==> config.mk <==
export PLATFORM = sky130hd
export DESIGN_NAME = ihcc_host_cell
export DESIGN_NICKNAME = d
export VERILOG_FILES = /design/src/hw/rtl/ihcc_pkg.sv /design/src/hw/rtl/ihcc_host_cell.sv
export SDC_FILE = /design/constraint.sdc
export NUM_CORES = 1
export LEC_CHECK = 0
export ABC_AREA = 1
export BUFFER_PORTS_ARGS = -buffer_cell sky130_fd_sc_hd__clkbuf_2
export CAP_MARGIN = 15
export CORE_ASPECT_RATIO = 0.75
export CORE_MARGIN = 2
export CORE_UTILIZATION = 50
export CTS_CLUSTER_SIZE = 30
export DETAILED_ROUTE_END_ITERATION = 10
export PLACE_DENSITY_LB_ADDON = 0.1
export SLEW_MARGIN = 30
export SYNTH_ARGS = -nofsm -noshare
export SYNTH_HDL_FRONTEND = slang
export SYNTH_SLANG_ARGS = --single-unit
==> constraint.sdc <==
create_clock -name clock -period 5 [get_ports clock]
set_input_delay 1.5 -clock clock [delete_from_list [all_inputs] [get_ports clock]]
set_output_delay 1.5 -clock clock [all_outputs]
set_load 0.005 [all_outputs]
==> src/hw/rtl/ihcc_pkg.sv <==
package ihcc_pkg;

   localparam int ADDR_W           = 32;
   localparam int CNT_W            = 32;
   localparam int SLOT_W           = 6;
   localparam int HOST_ENTRIES_DEF = 64;
   localparam int PAIR_ENTRIES_DEF = 64;

   localparam logic [CNT_W-1:0] CNT_MAX = {CNT_W{1'b1}};

   // broadcast to every host cell
   typedef struct packed {
      logic              dst_pass;   // 0: source pass (sent), 1: destination pass (received)
      logic              upd;
      logic              ins;
      logic [ADDR_W-1:0] addr;
   } host_op_type;

   // broadcast to every pair cell
   typedef struct packed {
      logic              upd;
      logic              ins;
      logic [ADDR_W-1:0] addr_a;
      logic [ADDR_W-1:0] addr_b;
   } pair_op_type;

   // returned by every cell: match flag and the count after increment
   typedef struct packed {
      logic             hit;
      logic [CNT_W-1:0] cnt;
   } cell_res_type;

   function automatic logic [CNT_W-1:0] sat_inc(input logic [CNT_W-1:0] v);
      logic [CNT_W-1:0] r;
      r = (v == CNT_MAX) ? v : v + 1'b1;
      return r;
   endfunction

endpackage

==> src/hw/rtl/ihcc_host_cell.sv <==
module ihcc_host_cell #(
   parameter int INDEX = 0,
   parameter int CW    = 7
) (
   input  logic                   clock,
   input  ihcc_pkg::host_op_type  op,
   input  logic [CW-1:0]          used,
   output ihcc_pkg::cell_res_type res
);

   logic [ihcc_pkg::ADDR_W-1:0] addr_ff, addr_in;
   logic [ihcc_pkg::CNT_W-1:0]  sent_ff, sent_in;
   logic [ihcc_pkg::CNT_W-1:0]  recv_ff, recv_in;
   logic                        live;
   logic                        hit;
   logic                        fill;
   logic [ihcc_pkg::CNT_W-1:0]  nxt;

   assign live = CW'(INDEX) < used;
   assign hit  = live && (addr_ff == op.addr);
   assign fill = op.ins && (used == CW'(INDEX));
   assign nxt  = ihcc_pkg::sat_inc(op.dst_pass ? recv_ff : sent_ff);

   assign res.hit = hit;
   assign res.cnt = hit ? nxt : '0;

   always_comb begin
      addr_in = addr_ff;
      sent_in = sent_ff;
      recv_in = recv_ff;
      if (op.upd && hit) begin
         if (op.dst_pass) begin
            recv_in = nxt;
         end else begin
            sent_in = nxt;
         end
      end else if (fill) begin
         addr_in = op.addr;
         sent_in = op.dst_pass ? '0 : ihcc_pkg::CNT_W'(1);
         recv_in = op.dst_pass ? ihcc_pkg::CNT_W'(1) : '0;
      end
   end

   always_ff @(posedge clock) begin
      addr_ff <= addr_in;
      sent_ff <= sent_in;
      recv_ff <= recv_in;
   end

endmodule

After elaboration in Yosys (flattened, before gate mapping)
Cells that the tools add are included.
{"block": "classes", "n_addsub": 1, "div_mod_pow": 0, "eq_ne": 4, "n_reduce_logical": 8, "mux": 11, "shifts": 0, "multipliers": 0, "magnitude_cmp": 1, "bitwise": 1}
{"op": "$mux W32", "count": 9}
{"op": "$add A32 B1 Y32 const B", "count": 1}
{"op": "$eq A32 B32 Y1", "count": 1}
{"op": "$eq A32 B32 Y1 const B", "count": 1}
{"op": "$logic_not A7 Y1", "count": 1}
{"op": "$lt A1 B7 Y1 const A", "count": 1}
{"op": "$reduce_and A2 Y1", "count": 3}
{"op": "$ne A2 B2 Y1 const B", "count": 2}
{"op": "$logic_and A1 B1 Y1", "count": 3}
{"op": "$mux W1", "count": 2}
{"op": "$reduce_bool A2 Y1", "count": 1}
{"op": "$not A1 Y1", "count": 1}
{"block": "word_totals", "ff_bits": 96, "rom_bits": 0, "ramBits": 0, "memories": 0, "wordCells": 29, "inputBits": 43, "out_inout_bits": 33, "latchBits": 0}

Longest topological paths before layout
Gate-level depths: netlist of run 1.
{"block": "logic_depth", "depth_word": 5, "ltp_mapped": 16, "ltp_nobuf": 14}

Least setup slack after synthesis of run 1
No wires, ideal clock.
{"block": "synth_timing", "path_type": "input to output", "from": "in op[34] (netlist bit)", "to": "out res[9] (netlist bit)", "path_slack_ns": 0.148, "arrival_ns": 3.352, "n_path_buf": 4, "stages": 16, "required_ns": 3.500, "path_cell_list": "buf_6 > buf_4 > buf_2 > nand2_1 > o21ai_2 > inv_1 > ha_1 > nand2_1 > nor2_4 > nand2_2 > nor2_4 > nand2_4 > clkinv_2 > buf_6 > nor2_1 > nor2_1"}
{"element": "from (decl)", "line_no": "ihcc_host_cell.sv:6", "source": "input ihcc_pkg::host_op_type op,"}
{"element": "to (decl)", "line_no": "ihcc_host_cell.sv:8", "source": "output ihcc_pkg::cell_res_type res"}

==> results of run 1 <==
## cell type report
class	count	area, um2	area share
sequential	96	2883	0.4136
tap	162	202.7	0.02908
clock buffer	10	229.0	0.03285
multi-input combinational	585	2534	0.3635
clock inverter	5	33.78	0.004847
timing repair buffer	95	580.6	0.08329
inverter	134	508.0	0.07288
## cells by family after synthesis
group | share of synthesized area
adders and majority gates | 0.002072
AOI/OAI and AO/OA | 0.01513
buffers and inverters | 0.1084
xor gates and xnor gates | 0.03337
and+or+nand+nor | 0.3635
DFF | 0.4775
## synth_stat cells (all sizes together)
cell type,count
xor2,7
o21bai,1
buf,16
nand2,365
nand3b,5
nand4,4
o21ai,13
edfxtp,96
a21oi,3
and2,2
nand3,39
clkbuf,2
xnor2,16
clkinv,1
nor2,128
inv,133
ha,1
or2,1
## through the flow
stage	total power [mW]	cell area [um2]	std cells	setup WS, ns	util
finish	1.613	6970	1087	0.1410	0.5958
global route	1.665	6970	1087	0.01179	0.5958
CTS	1.618	6920	1087	0.04166	0.5916
detailed placement	0.9883	6658	1072	0.04911	0.5691
global placement	0.9856	6658	1072	0.1029	0.5691
floorplan	0.9510	6037	833	0.1482	-
## power groups by stage
stage | sequential [mW] | combinational (mW) | clock, mW
after global routing | 0.877 | 0.108 | 0.680
after global placement | 0.896 | 0.0900 | 0
after detailed placement | 0.896 | 0.0926 | 0
after floorplan | 0.896 | 0.0552 | 0
after CTS | 0.878 | 0.0931 | 0.647
final | 0.878 | 0.0949 | 0.640
## worst register-to-register path: stages, from the launching register on
cell and delay [ns]:
edfxtp_1 0.39, xnor2_1 0.25, nand2_1 0.09, nor2_1 0.10, nand3_1 0.15, nor2_2 0.19
buf_12 0.20, nand2_1 0.42, a21oi_1 0.40
## cells in the final DEF, fill, tap and decap left out, types with 3 or more instances in the layout
cell / instances
a21oi_1: 3
clkbuf_2: 74
nand3b_1: 5
xnor2_1: 16
buf_4: 14
clkbuf_16: 9
inv_1: 131
o21ai_0: 7
buf_12: 3
nor2_4: 4
nand2_1: 352
nor2_1: 115
xor2_1: 6
o21ai_1: 4
nand2_2: 12
edfxtp_1: 96
nand3_1: 39
nor2_2: 9
nand4_1: 4
## flip-flops by register name, indices dropped and copies added, names as in the netlist
signal and flops:
addr_ff 32, sent_ff 32, recv_ff 32
## how the worst min path moves through the flow
stage,endpoint,start,depth (start not counted)
after floorplan,recv_ff[31]$_SDFFCE_PN0P_,sent_ff[31]$_SDFFCE_PN0P_,6
final,sent_ff[29]$_SDFFCE_PN0P_,sent_ff[29]$_SDFFCE_PN0P_,6
after global placement,recv_ff[31]$_SDFFCE_PN0P_,sent_ff[31]$_SDFFCE_PN0P_,6
after CTS,sent_ff[29]$_SDFFCE_PN0P_,sent_ff[29]$_SDFFCE_PN0P_,6
after detailed placement,sent_ff[29]$_SDFFCE_PN0P_,sent_ff[29]$_SDFFCE_PN0P_,6
after global routing,sent_ff[29]$_SDFFCE_PN0P_,recv_ff[29]$_SDFFCE_PN0P_,6
## layer usage
metal	routed length, um	vias up
met4	117	0
met3	1281	14
li1	-	2714
met5	0	-
met1	7698	2431
met2	6293	191
==> flow_summary.toml, run 1 <==
[grt]
grt_pass1_wl_mm = 24.98
grt_pass1_vias = 5084
grtUsageMet1 = 0.3904
top_usage_layer = "met1"
overflow = 0
met3_usage = 0.04680
met2_usage = 0.3650
grt_usage = 0.2499
antenna_found_initial = 0
grt_max_degree = 33

[route]
vias = 5350
via_per_inst = 4.922
routed_wl_mm = 15.39
drc_errors = 0
drt-initial-drc-count = 358
firstDrtPassIters = 5
detail-route-antenna-nets = 0
wl_per_cell_um = 14.16

[finish]
n_antenna_cell = 0
fin_nets = 965
drive_gt1_frac = 0.1535
num-fill-cells = 1140
synthToLayoutAreaGrowth_pct = 15.46

[synthesis]
synthCells = 833
synth_top_area_frac = 0.4775
yosysTopAreaCell = "edfxtp_1"
ys_seq_area_frac = 0.4775
synth_fp_nets = 877
synth_warnings = 0
syn_area_mm2 = 0.006037
syn_avg_cell_area_um2 = 7.247
ys_top_cells_by_area = "edfxtp_1 48%, nand2_1 22%, inv_1 8.1%"
synth_cell_types = 30
ys_seq_elements = 96

[die]
rows = 34
core_area_mm2 = 0.01170
initial_utilization = 0.5160
boundaryPins = 76
die_y_um = 99.16
dieArea_mm2 = 0.01298
die_x_um = 130.9

[flow_run]
maxCapViolations = 0

[clock_network]
postCtsSetupBuffers = 0
clockBufferDepth = 2
cts_tree = "built"
htree_levels = 3
cts_hold_buffers = 0
clk_transition_reported_paths_ns = 0.07
root_buffer = "clkbuf_16"
cts_made_buffers = 9
clock-sinks = 96
cts_resized = 0
clock_latency_ns = 0.35

[setup_path]
rr_startpoint = "addr_ff[6]$_DFFE_PP_"
path_delay_family = "simple AND/OR/NAND/NOR gates"
critical_path_required_ns = 3.50
crit_fanout = 17
critical_path_buf_inv_count = 6
path_cells = "clkbuf_4 -> inv_4 -> buf_4 -> nand2_1 -> nand2_1 -> nand2_1 -> nor2_2 -> nand2_1 -> nor2_4 -> nand2_4 -> buf_12 -> nand3_1 -> nand2_1 -> inv_1 -> clkbuf_2"
path_class = "in2out"
slowest_delay_ns = 0.18
worstPathArrival_ns = 3.36
cp-start-kind = "input port"
r2r_slack_ns = 2.61
path_depth = 15
worst-r2r-cell-count = 8
cp_slowest_cell = "clkbuf_4"
setup.worst_path.end = "res[18]"
timing.rr.end = "sent_ff[17]$_SDFFCE_PN0P_"
end_kind = "output port"
crit_path_frequent_cell = "nand2_1"
setup.worst_path.start = "op[34]"

[run_status]
status = "finished, final reports clean"

[timing]
rsz0062_at_grt = "no"
min_period_over_period = 0.9718
hold_viol = 0
setup_violations = 0
worstMarginPinSlew_ns = 0.8354
skew_ns = 0.008888
fin_crit_ns = 4.859
fmax_mhz = 205.8
whs_ns = 0.8329
fin_tns_setup_ns = 0
drv_slew = 0
slew_headroom = 0.4424

[power_and_ir_drop]
power.leakage_nw = 3.515
p_int_mw = 1.249
power_density_mw_per_mm2 = 231.3
ir_worst_vdd_mv = 0.1485
seq_power_share = 0.544
pwr-share-clk = 0.397
netSwitchingFraction = 0.2252
switchingPower_mw = 0.3631
combPwrFrac = 0.059

[placement]
gp_congestion = 0.9842
hpwl_mm = 11.59
port_buffers = 75

[hold_path]
hp-class = "reg2reg"
Power figures use the tool's default switching activity.
==> run 2, diff against run 1 <==
--- a/config.mk
+++ b/config.mk
@@ -11,6 +11,7 @@
 export CORE_ASPECT_RATIO = 0.75
 export CORE_MARGIN = 2
 export CORE_UTILIZATION = 50
+export CTS_BUF_LIST = sky130_fd_sc_hd__clkbuf_16
 export CTS_CLUSTER_SIZE = 30
 export DETAILED_ROUTE_END_ITERATION = 10
 export PLACE_DENSITY_LB_ADDON = 0.1
==> run 2 against run 1 <==
Compared with the run above: global-route usage unchanged; critical path depth unchanged; cell area unchanged; first-iteration DRC count is 0.28% higher; core utilization unchanged; cell count is the same; clock power about the same; fmax hardly changed.
==> flow_summary.toml, run 2 (synthesized netlist as in run 1, its figures left out) <==
[power_and_ir_drop]
ir_worst_vdd_mv = 0.1490
power_density_mw_per_mm2 = 231.1
power.leakage_nw = 3.519

[clock_network]
postCtsSetupBuffers = 0
cts_tree = "built"
clk_transition_reported_paths_ns = 0.07
clock-sinks = 96
htree_levels = 3
cts_made_buffers = 9
clockBufferDepth = 2
root_buffer = "clkbuf_16"
clock_latency_ns = 0.35

[grt]
overflow = 0
grt_pass1_vias = 5084
grt_usage = 0.2499
grt_max_degree = 33
grt_pass1_wl_mm = 24.98
antenna_found_initial = 0

[run_status]
status = "finished, final reports clean"

[timing]
fmax_mhz = 205.9
drv_slew = 0
fin_tns_setup_ns = 0
whs_ns = 0.8368
skew_ns = 0.008369
rsz0062_at_grt = "no"
slew_headroom = 0.4424
worstMarginPinSlew_ns = 0.8355
hold_viol = 0
fin_crit_ns = 4.856
setup_violations = 0
min_period_over_period = 0.9712

[route]
firstDrtPassIters = 5
via_per_inst = 4.919
drt-initial-drc-count = 359
routed_wl_mm = 15.38
drc_errors = 0
wl_per_cell_um = 14.15
vias = 5347
detail-route-antenna-nets = 0

[finish]
synthToLayoutAreaGrowth_pct = 15.46
n_antenna_cell = 0
final_cells = 1087
drive_gt1_frac = 0.1535
layout_commonest_cell = "nand2_1"
largest_registers = "addr_ff: 32 flops, recv_ff: 32 flops, sent_ff: 32 flops"
final_cell_area_mm2 = 0.006970
fin_nets = 965
final_cell_mix = "352 x nand2_1, 132 x inv_1, 115 x nor2_1"

[die]
initial_utilization = 0.5160
die_x_um = 130.9
rows = 34
core_area_mm2 = 0.01170
dieArea_mm2 = 0.01298
boundaryPins = 76
die_y_um = 99.16

[hold_path]
worstHoldStart = "sent_ff[29]$_SDFFCE_PN0P_"
hp-class = "reg2reg"

[setup_path]
cp-start-kind = "input port"
crit_fanout = 17
path_class = "in2out"
critical_path_required_ns = 3.50
end_kind = "output port"
setup.worst_path.start = "op[34]"
rr_startpoint = "addr_ff[6]$_DFFE_PP_"
worstPathArrival_ns = 3.36

[placement]
hpwl_mm = 11.59
place_area_mm2 = 0.006658
port_buffers = 75
place_inst = 1072
gp_congestion = 0.9842

[flow_run]
maxCapViolations = 0
-- run 2: cell count changes in the layout (fill, tap and decap cells not counted), sizes merged --
cell	delta
clkbuf	-1
inv	+1
-- run 2: worst max-delay path: stages --
cell,delay (ns)
clkbuf_4,0.18
inv_4,0.11
buf_4,0.18
nand2_1,0.06
nand2_1,0.15
nand2_1,0.16
nor2_2,0.14
nand2_1,0.12
nor2_4,0.14
nand2_4,0.08
buf_12,0.16
nand3_1,0.13
nand2_1,0.08
inv_1,0.06
clkbuf_2,0.10
-- run 2: area by class of cell --
| cell class | count | area (um2) |
|---|---|---|
| fill | 1140 | 4728 |
| sequential | 96 | 2883 |
| multi-input combinational | 585 | 2534 |
| timing repair buffer | 95 | 580.6 |
| inverter | 134 | 508.0 |
| clock buffer | 9 | 225.2 |
| tap | 162 | 202.7 |
| clock inverter | 6 | 37.54 |
-- run 2: worst paths after layout --
path	to	slack [ns]	depth (start not counted)
hold reg to reg	sent_ff[29]$_SDFFCE_PN0P_	0.84	6
hold / removal	sent_ff[29]$_SDFFCE_PN0P_	0.84	6
setup reg to reg	sent_ff[17]$_SDFFCE_PN0P_	2.61	8
setup / recovery	res[18]	0.14	15
-- run 2: what timing repair did --
action,in CTS,in global routing
endpoints found under the hold margin,0,0
hold buffers,0,0
gates resized for setup,0,17
endpoints found under the setup margin,0,30
-- run 2: per-stage QoR --
step	utilization	worst slack [ns]	total power, mW
final	0.5958	0.1440	1.611
after CTS	0.5916	0.04166	1.616
after global routing	0.5958	0.01179	1.663
after floorplan	-	0.1482	0.9510
after detailed placement	0.5691	0.04911	0.9883
after global placement	0.5691	0.1029	0.9856
-- run 2: where the power goes --
part | internal, mW | switching [mW]
combinational | 0.0372 | 0.0577
clock | 0.333 | 0.305
sequential | 0.877 | 0.000591
-- run 2: routing by layer --
metal,part of all wire,GRT usage
met1,0.50,0.3904
met2,0.41,0.3650
met3,0.083,0.04680
met4,0.0079,0.04910
met5,0,0
