===== config.mk =====
export PLATFORM = sky130hd
export DESIGN_NAME = ihcc_pair_cell
export DESIGN_NICKNAME = d
export VERILOG_FILES = /design/src/hw/rtl/ihcc_pkg.sv /design/src/hw/rtl/ihcc_pair_cell.sv
export SDC_FILE = /design/constraint.sdc
export NUM_CORES = 1
export LEC_CHECK = 0
export BUFFER_PORTS_ARGS = -buffer_cell sky130_fd_sc_hd__buf_2
export CAP_MARGIN = 20
export CORE_UTILIZATION = 50
export DETAILED_ROUTE_END_ITERATION = 8
export PLACE_DENSITY = 0.76
export SKIP_CTS_REPAIR_TIMING = 1
export SLEW_MARGIN = 20
export SYNTH_ARGS = -nofsm -noshare
export SYNTH_HDL_FRONTEND = slang
export SYNTH_SLANG_ARGS = --single-unit

===== constraint.sdc =====
create_clock -name clock -period 3.6 [get_ports clock]
set_clock_uncertainty 0.2 [all_clocks]
set_input_delay 0 -clock clock [delete_from_list [all_inputs] [get_ports clock]]
set_output_delay 0 -clock clock [all_outputs]
set_load 0.01 [all_outputs]

===== src/hw/rtl/ihcc_pkg.sv =====
package ihcc_pkg;

   localparam int ADDR_W           = 32;
   localparam int CNT_W            = 32;
   localparam int SLOT_W           = 6;
   localparam int HOST_ENTRIES_DEF = 64;
   localparam int PAIR_ENTRIES_DEF = 64;

   localparam logic [CNT_W-1:0] CNT_MAX = {CNT_W{1'b1}};

   // broadcast to every host cell
   typedef struct packed {
      logic              dst_pass;   // 0: source pass (sent), 1: destination pass (received)
      logic              upd;
      logic              ins;
      logic [ADDR_W-1:0] addr;
   } host_op_type;

   // broadcast to every pair cell
   typedef struct packed {
      logic              upd;
      logic              ins;
      logic [ADDR_W-1:0] addr_a;
      logic [ADDR_W-1:0] addr_b;
   } pair_op_type;

   // returned by every cell: match flag and the count after increment
   typedef struct packed {
      logic             hit;
      logic [CNT_W-1:0] cnt;
   } cell_res_type;

   function automatic logic [CNT_W-1:0] sat_inc(input logic [CNT_W-1:0] v);
      logic [CNT_W-1:0] r;
      r = (v == CNT_MAX) ? v : v + 1'b1;
      return r;
   endfunction

endpackage


===== src/hw/rtl/ihcc_pair_cell.sv =====
module ihcc_pair_cell #(
   parameter int INDEX = 0,
   parameter int CW    = 7
) (
   input  logic                   clock,
   input  ihcc_pkg::pair_op_type  op,
   input  logic [CW-1:0]          used,
   output ihcc_pkg::cell_res_type res
);

   logic [ihcc_pkg::ADDR_W-1:0] first_ff, first_in;
   logic [ihcc_pkg::ADDR_W-1:0] second_ff, second_in;
   logic [ihcc_pkg::CNT_W-1:0]  cnt_ff, cnt_in;
   logic                        live;
   logic                        hit;
   logic                        fill;
   logic [ihcc_pkg::CNT_W-1:0]  nxt;

   // unordered match
   assign live = CW'(INDEX) < used;
   assign hit  = live && (((first_ff == op.addr_a) && (second_ff == op.addr_b)) ||
                          ((first_ff == op.addr_b) && (second_ff == op.addr_a)));
   assign fill = op.ins && (used == CW'(INDEX));
   assign nxt  = ihcc_pkg::sat_inc(cnt_ff);

   assign res.hit = hit;
   assign res.cnt = hit ? nxt : '0;

   always_comb begin
      first_in  = first_ff;
      second_in = second_ff;
      cnt_in    = cnt_ff;
      if (op.upd && hit) begin
         cnt_in = nxt;
      end else if (fill) begin
         first_in  = op.addr_a;
         second_in = op.addr_b;
         cnt_in    = ihcc_pkg::CNT_W'(1);
      end
   end

   always_ff @(posedge clock) begin
      first_ff  <= first_in;
      second_ff <= second_in;
      cnt_ff    <= cnt_in;
   end

endmodule


Word-level counts from Yosys, hierarchy flattened. Cells that the tools add are included. W data, S select, Z words.

Bitwise operators: 1. Add/subtract/negate cells: 1. Mux-type cells: 4. Reductions and logical operators: 9. Eq/ne operators: 5. Magnitude comparators: 1.

Operators with widths (count): $eq A32 B32 Y1 (4); $mux W32 (4); $add A32 B1 Y32 const B (1); $eq A32 B32 Y1 const B (1); $logic_not A7 Y1 (1); $lt A1 B7 Y1 const A (1); $logic_and A1 B1 Y1 (5); $reduce_and A2 Y1 (1); $reduce_bool A2 Y1 (1); $logic_or A1 B1 Y1 (1); $not A1 Y1 (1).

Word-level logic and storage cells: 24. Register bits: 96.

Longest topological paths before layout. Gate-level depths: netlist of run 1.

Depth in word-level cells: 7. Gate-level depth with buffers: 8. Mapped depth without buffers: 6.

Worst setup path after synthesis of run 1. No wires, ideal clock.

Path kind: input to register. Start: in used[3]. End: reg cnt_ff[0] in the netlist's numbering (enable). Path buffers: 0. Data required time: 3.010 ns. Setup time: 0.390 ns. Path slack: 0.207 ns. Arrival time: 2.803 ns. Cell stages on the path: 3. Path through: nor4_1 and3_1 or2b_1.

Word-level cells in the longest chain between the ends: 4. Elaborated cells on any way between the ends: 6. Classes of those cells: 1 x order compare; 5 x reduce/logical.

Ends and longest elaborated chain: start, declared (line ihcc_pair_cell.sv:7) `input logic [CW-1:0] used,`; $lt A1 B7 Y1 (line ihcc_pair_cell.sv:20) `assign live = CW'(INDEX) < used;`; $logic_and A1 B1 Y1 (line ihcc_pair_cell.sv:21) `assign hit = live && (((first_ff == op.addr_a) && (second_ff == op.addr_b)) ||`; $logic_and A1 B1 Y1 (line ihcc_pair_cell.sv:33) `if (op.upd && hit) begin`; $reduce_bool A2 Y1 (no source line) (*); end signal, assigned (line ihcc_pair_cell.sv:45) `cnt_ff <= cnt_in;`; end, declared (line ihcc_pair_cell.sv:13) `logic [ihcc_pkg::CNT_W-1:0] cnt_ff, cnt_in;`.

Mark *: on every way between the ends. The rest lies on a longest branch, timed or not. A chain may end at the register's enable or synchronous reset.

Worst setup path after layout of run 1.
Start: reg first_ff[18] in the netlist's numbering. End: reg cnt_ff[26] in the netlist's numbering (enable).

Word-level cells in the longest chain between the ends: 6. Elaborated cells on any way between the ends: 8. Classes of those cells: 2 x eq/ne; 6 x reduce/logical.

Ends and longest elaborated chain: start, declared (line ihcc_pair_cell.sv:11) `logic [ihcc_pkg::ADDR_W-1:0] first_ff, first_in;`; start signal, assigned (line ihcc_pair_cell.sv:43) `first_ff <= first_in;`; $eq A32 B32 Y1 (on tied branches) (line ihcc_pair_cell.sv:21, ihcc_pair_cell.sv:22); $logic_and A1 B1 Y1 (on tied branches) (line ihcc_pair_cell.sv:21, ihcc_pair_cell.sv:22); $logic_or A1 B1 Y1 (*) (line ihcc_pair_cell.sv:21); $logic_and A1 B1 Y1 (*) (line ihcc_pair_cell.sv:21); $logic_and A1 B1 Y1 (*) (line ihcc_pair_cell.sv:33); $reduce_bool A2 Y1 (no source line) (*).

Marked as above.

==> results of run 1 <==
## metal layers
metal | GRT usage | up-vias | wire length, um
li1 | - | 1949 | -
met2 | 0.389 | 155 | 6880
met3 | 0.0445 | 37 | 758
met5 | 0 | - | 0
met4 | 0.100 | 0 | 425
met1 | 0.322 | 2020 | 5800
## cells in the mapped netlist
cell type / instances
and2_1: 2
nor2_2: 1
and4_4: 1
nor3b_1: 1
nor2b_1: 1
xnor2_1: 22
inv_1: 2
nand3_1: 11
o21ai_2: 1
o21ai_0: 1
buf_2: 2
nor2_1: 68
buf_4: 1
and4_1: 4
mux2i_1: 1
or2b_1: 1
xor2_1: 136
nand4_1: 15
nand3b_1: 1
nand2_1: 15
a211oi_1: 1
nor4_1: 34
nor3_2: 1
nor4b_2: 1
o211ai_2: 1
edfxtp_1: 96
nor4_2: 3
ha_1: 1
and3_1: 5
buf_6: 8
nand2b_1: 1
a31oi_1: 1
nor3_1: 11
## cells by family after synthesis
kind of cell	synth area share
compound gates	0.00746
buf+inv	0.0215
mux	0.00187
simple gates	0.172
fa+ha+maj	0.00233
xor+xnor	0.258
flops	0.537
## power by group
| part | internal, W | switching [W] |
|---|---|---|
| registers | 0.00123 | 0.00000343 |
| clock network | 0.000386 | 0.000390 |
| logic | 0.000112 | 0.000106 |
## area by class of cell
class | count | area [um^2] | area share
Tap cell | 136 | 170 | 0.0249
Inverter | 2 | 7.51 | 0.00110
Sequential cell | 96 | 2880 | 0.421
Timing Repair Buffer | 174 | 1200 | 0.176
Clock buffer | 9 | 124 | 0.0181
Multi-Input combinational cell | 342 | 2370 | 0.346
Clock inverter | 7 | 86.3 | 0.0126
## registers in the layout, summed over array words and instances, names as in the netlist
register,cells
second_ff,32
first_ff,32
cnt_ff,32
## cells in the final DEF, fill, tap and decap left out, drive strengths merged, types with 4 or more instances in the layout
| cell type | Yosys | routed |
|---|---|---|
| nand4 | 15 | 15 |
| and4 | 5 | 5 |
| nor4 | 37 | 37 |
| nor2 | 69 | 69 |
| clkinv | 0 | 4 |
| nand3 | 11 | 11 |
| buf | 11 | 110 |
| nor3 | 12 | 12 |
| xnor2 | 22 | 22 |
| clkbuf | 0 | 9 |
| edfxtp | 96 | 96 |
| dlygate4sd3 | 0 | 64 |
| nand2 | 15 | 15 |
| xor2 | 136 | 136 |
| and3 | 5 | 5 |
## worst max-delay path by stage
stage                                 from                  endpoint  slack, ns  depth (start not counted)
finish              first_ff[18]$_DFFE_PP_  cnt_ff[26]$_SDFFCE_PN0P_       0.58                          7
global route        first_ff[18]$_DFFE_PP_                    res[1]       0.39                          8
CTS                 first_ff[18]$_DFFE_PP_  cnt_ff[27]$_SDFFCE_PN0P_       0.61                          7
detailed placement  first_ff[18]$_DFFE_PP_  cnt_ff[14]$_SDFFCE_PN0P_       0.68                          7
global placement    first_ff[18]$_DFFE_PP_  cnt_ff[17]$_SDFFCE_PN0P_       0.68                          7
floorplan                          used[3]   cnt_ff[0]$_SDFFCE_PN1P_       0.21                          3
## metrics by stage
stage	total power [W]	hold WS [ns]	instance area, um^2	util	cells
2_1_floorplan	0.00132	-0.101	5370	-	451
3_3_place_gp	0.00141	0.0274	5990	0.578	686
3_5_place_dp	0.00141	0.0320	5990	0.578	686
4_1_cts	0.00216	-0.359	6200	0.598	702
5_1_grt	0.00229	0.0907	6840	0.660	766
6_report	0.00222	0.0742	6840	0.660	766
==> impl_metrics.yaml, run 1 <==
yosys:
  ys_seq_area_frac: 0.537
  yosys.area.top_type_share: 0.537
  synth_area_um2: 5370
  ys_seq_elements: 96
  syn_area_per_cell_um2: 11.9
  synthTopCellsByArea: "edfxtp_1 (54%), xor2_1 (22%), nor2_1 (4.8%)"
  yosys.cell_types.count: 33
  syn_nets: 526
  synth_area_leader_cell: "edfxtp_1"
  syn_inst: 451
  yosysWarnings: 0
timing:
  finalSetupViolCount: 0
  final-hold-violation-count: 0
  slew_headroom: 0.592
  fin_tns_setup_ns: 0
  max_freq_mhz: 331
  worst_pin_slew_ns: 0.610
  min_period_over_period: 0.840
  layout_min_cycle_time_ns: 3.02
  drv_slew: 0
  rsz0062_at_grt: "no"
  fin_ws_ns: 0.576
clock_network:
  cts_buffers: 9
  clkLatencyLatePin_ns: 0.37
  cts_tree: "built"
  cts_root_buffer: "clkbuf_8"
  cts_max_path_buffers: 2
  cts.sinks: 96
  clkTransAtPathRegs_ns: 0.09
  cts_max_level: 3
grt:
  grt_pass1_vias: 3929
  grt_overflow_total: 0
  grt_max_degree: 48
  grt_usage: 0.241
  grt_pass1_wl_mm: 20.3
  antenna_found_initial: 0
power_and_ir_drop:
  cellPowerDensity_nw_per_um2: 325
  leakage_nw: 2.78
  ir_drop_mv: 0.230
setup_path:
  worstPathMaxFanout: 32
  slowest_delay_ns: 0.46
  crit_type: "flip-flop to flip-flop"
  crit_chain: "xor2_1, nor4_1, nand4_1, nor4_2, o211ai_2, or2b_1, buf_4"
  path_delay_family: "simple AND/OR/NAND/NOR gates"
  reg2reg_from: "first_ff[18]$_DFFE_PP_"
  crit_path_end_kind: "flip-flop"
  slowest_stage: "nor4_1"
  required_ns: 3.43
  timing.rr.end: "cnt_ff[26]$_SDFFCE_PN0P_"
  cp_num_buf_inv: 1
  reg2reg_slack_ns: 0.58
  crit_arrival_ns: 2.85
  crit_path_start_kind: "flip-flop"
  reg2reg_depth: 7
floorplanning:
  die-area_um2: 11200
  coreArea_um2: 10400
  die_y_um: 106
  die-width_um: 106
  ios: 107
  start_util: 0.517
  rows: 37
layout:
  drive_above_1_share: 0.214
  finalNetCount: 700
  fillers: 791
  diodes: 0
  syn_to_final_growth_pct: 27.5
min_path:
  worstHoldPathCells: 2
  hold_start: "op[64]"
  hold_end: "second_ff[13]$_DFFE_PP_"
  hp-class: "input pin to flip-flop"
detailed_routing:
  postRouteAntennaNets: 0
  drt_first_pass_iters: 5
  wire_per_inst_um: 18.1
  wirelength_mm: 13.9
  drc: 0
  num_vias: 4161
  drtIter0Drc: 387
  via_per_inst: 5.43
placement:
  preCtsSetupSlack_ns: 0.683
  post-dp-hpwl_mm: 9.49
  io_buffer_count: 106
  gp_congestion: 0.884
status:
  status: "finished clean"
flow_run:
  cap_violations: 0
Power figures use the tool's default switching activity.
==> run 2: changes to the inputs <==
- clock period: 3.6 -> 2.7 ns (I/O delays scaled with it)
==> impl_metrics.yaml, run 2 (synthesis results as in run 1) <==
timing:
  max_freq_mhz: 363
  drv_slew: 0
  rsz0062_at_grt: "yes"
  finalSetupViolCount: 36
  fin_ws_ns: -0.0523
  layout_min_cycle_time_ns: 2.75
  final-hold-violation-count: 0
  fin_tns_setup_ns: -1.06
  slew_headroom: 0.718
  min_period_over_period: 1.02
  worst_pin_slew_ns: 0.420
status:
  violations: "setup timing"
  status: "complete, but fails checks"
detailed_routing:
  via_per_inst: 5.47
  drtIter0Drc: 278
  num_vias: 4220
  drc: 0
  postRouteAntennaNets: 0
  wirelength_mm: 14.0
  drt_first_pass_iters: 5
  wire_per_inst_um: 18.2
setup_path:
  reg2reg_depth: 8
  reg2reg_slack_ns: -0.05
  crit_path_end_kind: "flip-flop"
  endpoint: "cnt_ff[29]$_SDFFCE_PN0P_"
  crit_arrival_ns: 2.62
  slowest_delay_ns: 0.44
  worstPathMaxFanout: 20
  slowest_stage: "edfxtp_1"
  reg2reg_from: "second_ff[0]$_DFFE_PP_"
  crit_type: "flip-flop to flip-flop"
  required_ns: 2.57
  crit_path_start_kind: "flip-flop"
  timing.rr.end: "cnt_ff[29]$_SDFFCE_PN0P_"
  crit_chain: "xor2_1, nor4_2, nand4_1, nor4_4, buf_4, o211ai_2, or2b_2, buf_12"
  startpoint: "second_ff[0]$_DFFE_PP_"
power_and_ir_drop:
  power.switching_w: 0.000651
  seq_power_share: 0.571
  combinationalPowerShare: 0.106
  swShare: 0.227
  clkPwrFrac: 0.322
  cellPowerDensity_nw_per_um2: 407
  ir_drop_mv: 0.296
  leakage_nw: 2.85
  total_power_w: 0.00287
  p_int_w: 0.00222
layout:
  fillers: 747
  finalNetCount: 706
  layout_common_cells: "xor2_1 (136), buf_2 (106), edfxtp_1 (96)"
  drive_above_1_share: 0.252
  final_common_cell: "xor2_1"
  reg_top3: "cnt_ff x32, first_ff x32, second_ff x32"
  stdcell_count: 772
  syn_to_final_growth_pct: 31.2
  diodes: 0
floorplanning:
  die_y_um: 106
  ios: 107
  start_util: 0.517
  die-area_um2: 11200
  coreArea_um2: 10400
  die-width_um: 106
  rows: 37
clock_network:
  cts_max_path_buffers: 2
  cts.sinks: 96
  cts_root_buffer: "clkbuf_8"
  clkLatencyLatePin_ns: 0.36
  clkTransAtPathRegs_ns: 0.10
  cts_max_level: 3
  cts_buffers: 9
  cts_tree: "built"
min_path:
  worstHoldPathCells: 4
  hp-class: "input pin to flip-flop"
grt:
  grt_max_degree: 65
  grt_usage: 0.232
  grt_pass1_wl_mm: 19.5
  grt_overflow_total: 0
  antenna_found_initial: 0
  grt_pass1_vias: 3853
placement:
  io_buffer_count: 106
  gp_congestion: 0.864
  dp_cells: 689
  post-dp-hpwl_mm: 9.36
flow_run:
  cap_violations: 0
[run 2: cell types whose count changed in the layout (fill, tap and decap cells not counted), moves of 2 or more]
cell and delta:
nor2_1 -8, nor4_4 +2, buf_12 +4, clkinv_2 -2, nor2_2 +8, clkbuf_1 +4, nor4_2 +10, nor4_1 -12
[run 2: critical path, delay by kind of cell (launching register included)]
| kind | cells | cell delay [ns] |
|---|---|---|
| buf+inv | 2 | 0.34 |
| xor+xnor | 1 | 0.21 |
| flops | 1 | 0.44 |
| compound gates | 1 | 0.09 |
| simple gates | 4 | 1.17 |
[run 2: layout make-up]
class / count / area, um^2 / area share
clock buffers: 13 / 139 / 0.0197
inverters: 2 / 7.51 / 0.00107
repair buffers: 179 / 1290 / 0.183
multi-input cells: 343 / 2510 / 0.357
clock inverters: 3 / 42.5 / 0.00604
well taps: 136 / 170 / 0.0242
flip-flops and latches: 96 / 2880 / 0.409
[run 2: power groups by stage]
stage | Sequential, W | Clock (W) | Combinational [W]
CTS | 0.00164 | 0.000926 | 0.000213
floorplan | 0.00167 | 0 | 0.0000829
finish | 0.00164 | 0.000924 | 0.000305
detailed placement | 0.00167 | 0 | 0.000211
global route | 0.00164 | 0.000985 | 0.000325
global placement | 0.00167 | 0 | 0.000207
[run 2: worst min-delay path by stage]
stage               startpoint                        to  slack (ns)
detailed placement       op[0]    second_ff[0]$_DFFE_PP_        0.03
global route            op[65]  cnt_ff[10]$_SDFFCE_PN0P_        0.09
finish                  op[65]  cnt_ff[10]$_SDFFCE_PN0P_        0.08
CTS                     op[47]    first_ff[15]$_DFFE_PP_       -0.35
floorplan               op[32]     first_ff[0]$_DFFE_PP_       -0.10
global placement        op[38]     first_ff[6]$_DFFE_PP_        0.03
[run 2: routing by layer]
metal / vias up / track usage / wire length, um
met4: 0 / 0.0933 / 306
li1: 1969 / - / -
met1: 2058 / 0.311 / 6040
met5: - / 0 / 0
met2: 171 / 0.378 / 6990
met3: 22 / 0.0353 / 695
[run 2: metrics by stage]
stage	utilization	hold slack, ns	area (um^2)	setup WS [ns]
6_report	0.679	0.0813	7040	-0.0523
5_1_grt	0.679	0.0910	7040	-0.118
4_1_cts	0.601	-0.351	6230	-0.207
3_5_place_dp	0.584	0.0305	6050	-0.00921
3_3_place_gp	0.584	0.0277	6050	-0.00590
2_1_floorplan	-	-0.101	5370	0.0561
==> run 3: changes to the inputs <==
- CORE_UTILIZATION: 50 -> 60
- PLACE_DENSITY: 0.76 -> 0.86
- clock period: 2.7 -> 3.4 ns (I/O delays scaled with it)
==> impl_metrics.yaml, run 3 (synthesis results as in run 1) <==
power_and_ir_drop:
  power.switching_w: 0.000568
  p_int_w: 0.00176
  clkPwrFrac: 0.338
  seq_power_share: 0.559
  combinationalPowerShare: 0.102
  leakage_nw: 2.77
  swShare: 0.244
  cellPowerDensity_nw_per_um2: 342
  ir_drop_mv: 0.231
layout:
  diodes: 0
  final_util: 0.783
  drive_above_1_share: 0.216
  syn_to_final_growth_pct: 26.7
  layout_common_cells: "xor2_1 (136), buf_2 (106), edfxtp_1 (96)"
  fillers: 517
  final_common_cell: "xor2_1"
  finalNetCount: 699
  reg_top3: "cnt_ff x32, first_ff x32, second_ff x32"
setup_path:
  required_ns: 3.20
  slowest_delay_ns: 0.54
  path_delay_family: "simple AND/OR/NAND/NOR gates"
  crit_type: "flip-flop to output pin"
  reg2reg_depth: 7
  crit_path_start_kind: "flip-flop"
  worstPathMaxFanout: 33
  slowest_stage: "nor4_2"
  endpoint: "res[1]"
  crit_arrival_ns: 3.05
  crit_path_end_kind: "output pin"
  startpoint: "first_ff[19]$_DFFE_PP_"
  reg2reg_slack_ns: 0.22
  crit_cells: 7
  timing.rr.end: "cnt_ff[0]$_SDFFCE_PN1P_"
  cp_num_buf_inv: 1
  crit_chain: "xor2_1, nor4_1, nand4_1, nor4_2, o21ai_4, nor2_1, buf_2"
  reg2reg_from: "first_ff[19]$_DFFE_PP_"
detailed_routing:
  drtIter0Drc: 433
  wirelength_mm: 15.2
  num_vias: 4449
  via_per_inst: 6.04
  drt_first_pass_iters: 7
  wire_per_inst_um: 20.7
  postRouteAntennaNets: 0
  drc: 0
min_path:
  worstHoldPathCells: 4
  hp-class: "input pin to flip-flop"
clock_network:
  cts_root_buffer: "clkbuf_8"
  clkLatencyLatePin_ns: 0.38
  clkTransAtPathRegs_ns: 0.11
  cts_max_level: 3
  cts.sinks: 96
  cts_buffers: 9
  cts_tree: "built"
  cts_max_path_buffers: 2
placement:
  preCtsSetupSlack_ns: 0.342
  gp_congestion: 0.864
  io_buffer_count: 106
  post-dp-hpwl_mm: 9.38
grt:
  grt_max_degree: 65
  grt_pass1_wl_mm: 18.6
  grt_usage: 0.277
  grt_pass1_vias: 3798
  grt_overflow_total: 0
  antenna_found_initial: 0
floorplanning:
  coreArea_um2: 8680
  rows: 34
  start_util: 0.618
  die-width_um: 96.6
  die_y_um: 96.6
  die-area_um2: 9330
  ios: 107
timing:
  slew_headroom: 0.432
  final-hold-violation-count: 0
  fin_ws_ns: 0.152
  drv_slew: 0
  max_freq_mhz: 308
  fin_tns_setup_ns: 0
  min_period_over_period: 0.955
  layout_min_cycle_time_ns: 3.25
  worst_pin_slew_ns: 0.849
  whs_ns: 0.103
  finalSetupViolCount: 0
flow_run:
  cap_violations: 0
status:
  status: "finished clean"
run 3: cell types whose count changed in the layout (fill, tap and decap cells not counted), moves of 4 or more:
cell | before | now
clkbuf_1 | 4 | 0
nor2_2 | 9 | 1
buf_12 | 4 | 0
nor4_2 | 13 | 4
nor2_1 | 60 | 68
nor4_1 | 22 | 33
run 3: power groups by stage:
| stage | Sequential (W) | Clock (W) | Combinational [W] |
|---|---|---|---|
| after floorplan | 0.00133 | 0 | 0.0000658 |
| after global placement | 0.00133 | 0 | 0.000163 |
| after detailed placement | 0.00133 | 0 | 0.000167 |
| after CTS | 0.00130 | 0.000767 | 0.000168 |
| after global routing | 0.00130 | 0.000826 | 0.000252 |
| final | 0.00130 | 0.000787 | 0.000238 |
run 3: how the worst min path moves through the flow:
stage                start                       end  slack (ns)
floorplan           op[32]     first_ff[0]$_DFFE_PP_       -0.10
detailed placement  op[59]    first_ff[27]$_DFFE_PP_        0.03
CTS                 op[59]    first_ff[27]$_DFFE_PP_       -0.36
global route        op[65]  cnt_ff[15]$_SDFFCE_PN0P_        0.11
global placement    op[14]   second_ff[14]$_DFFE_PP_        0.03
finish              op[65]  cnt_ff[10]$_SDFFCE_PN0P_        0.10
run 3: area by class of cell:
| type | instances | area, um^2 | share of cell area |
|---|---|---|---|
| Clock buffer | 9 | 124 | 0.0182 |
| Clock inverter | 7 | 71.3 | 0.0105 |
| Inverter | 2 | 7.51 | 0.00110 |
| Multi-Input combinational cell | 342 | 2380 | 0.351 |
| Sequential cell | 96 | 2880 | 0.424 |
| Tap cell | 108 | 135 | 0.0199 |
| Timing Repair Buffer | 173 | 1190 | 0.176 |
run 3: through the flow:
stage	power, W	cells	instance area, um^2
finish	0.00233	737	6800
global route	0.00238	737	6800
CTS	0.00224	673	6140
detailed placement	0.00150	657	5950
global placement	0.00149	657	5950
floorplan	0.00139	451	5370
run 3: worst reg2reg max path: stages (launching register included):
cell and delay, ns:
edfxtp_1 0.45, xor2_1 0.22, nor4_1 0.49, nand4_1 0.24, nor4_2 0.54, o211ai_2 0.15, or2b_1 0.17, buf_4 0.37
run 3: metal layers:
layer,vias to the layer above,wire [um],GRT usage
li1,1950,-,-
met1,2147,5820,0.372
met2,288,7390,0.446
met3,64,1270,0.0477
met4,0,751,0.119
met5,-,0,0
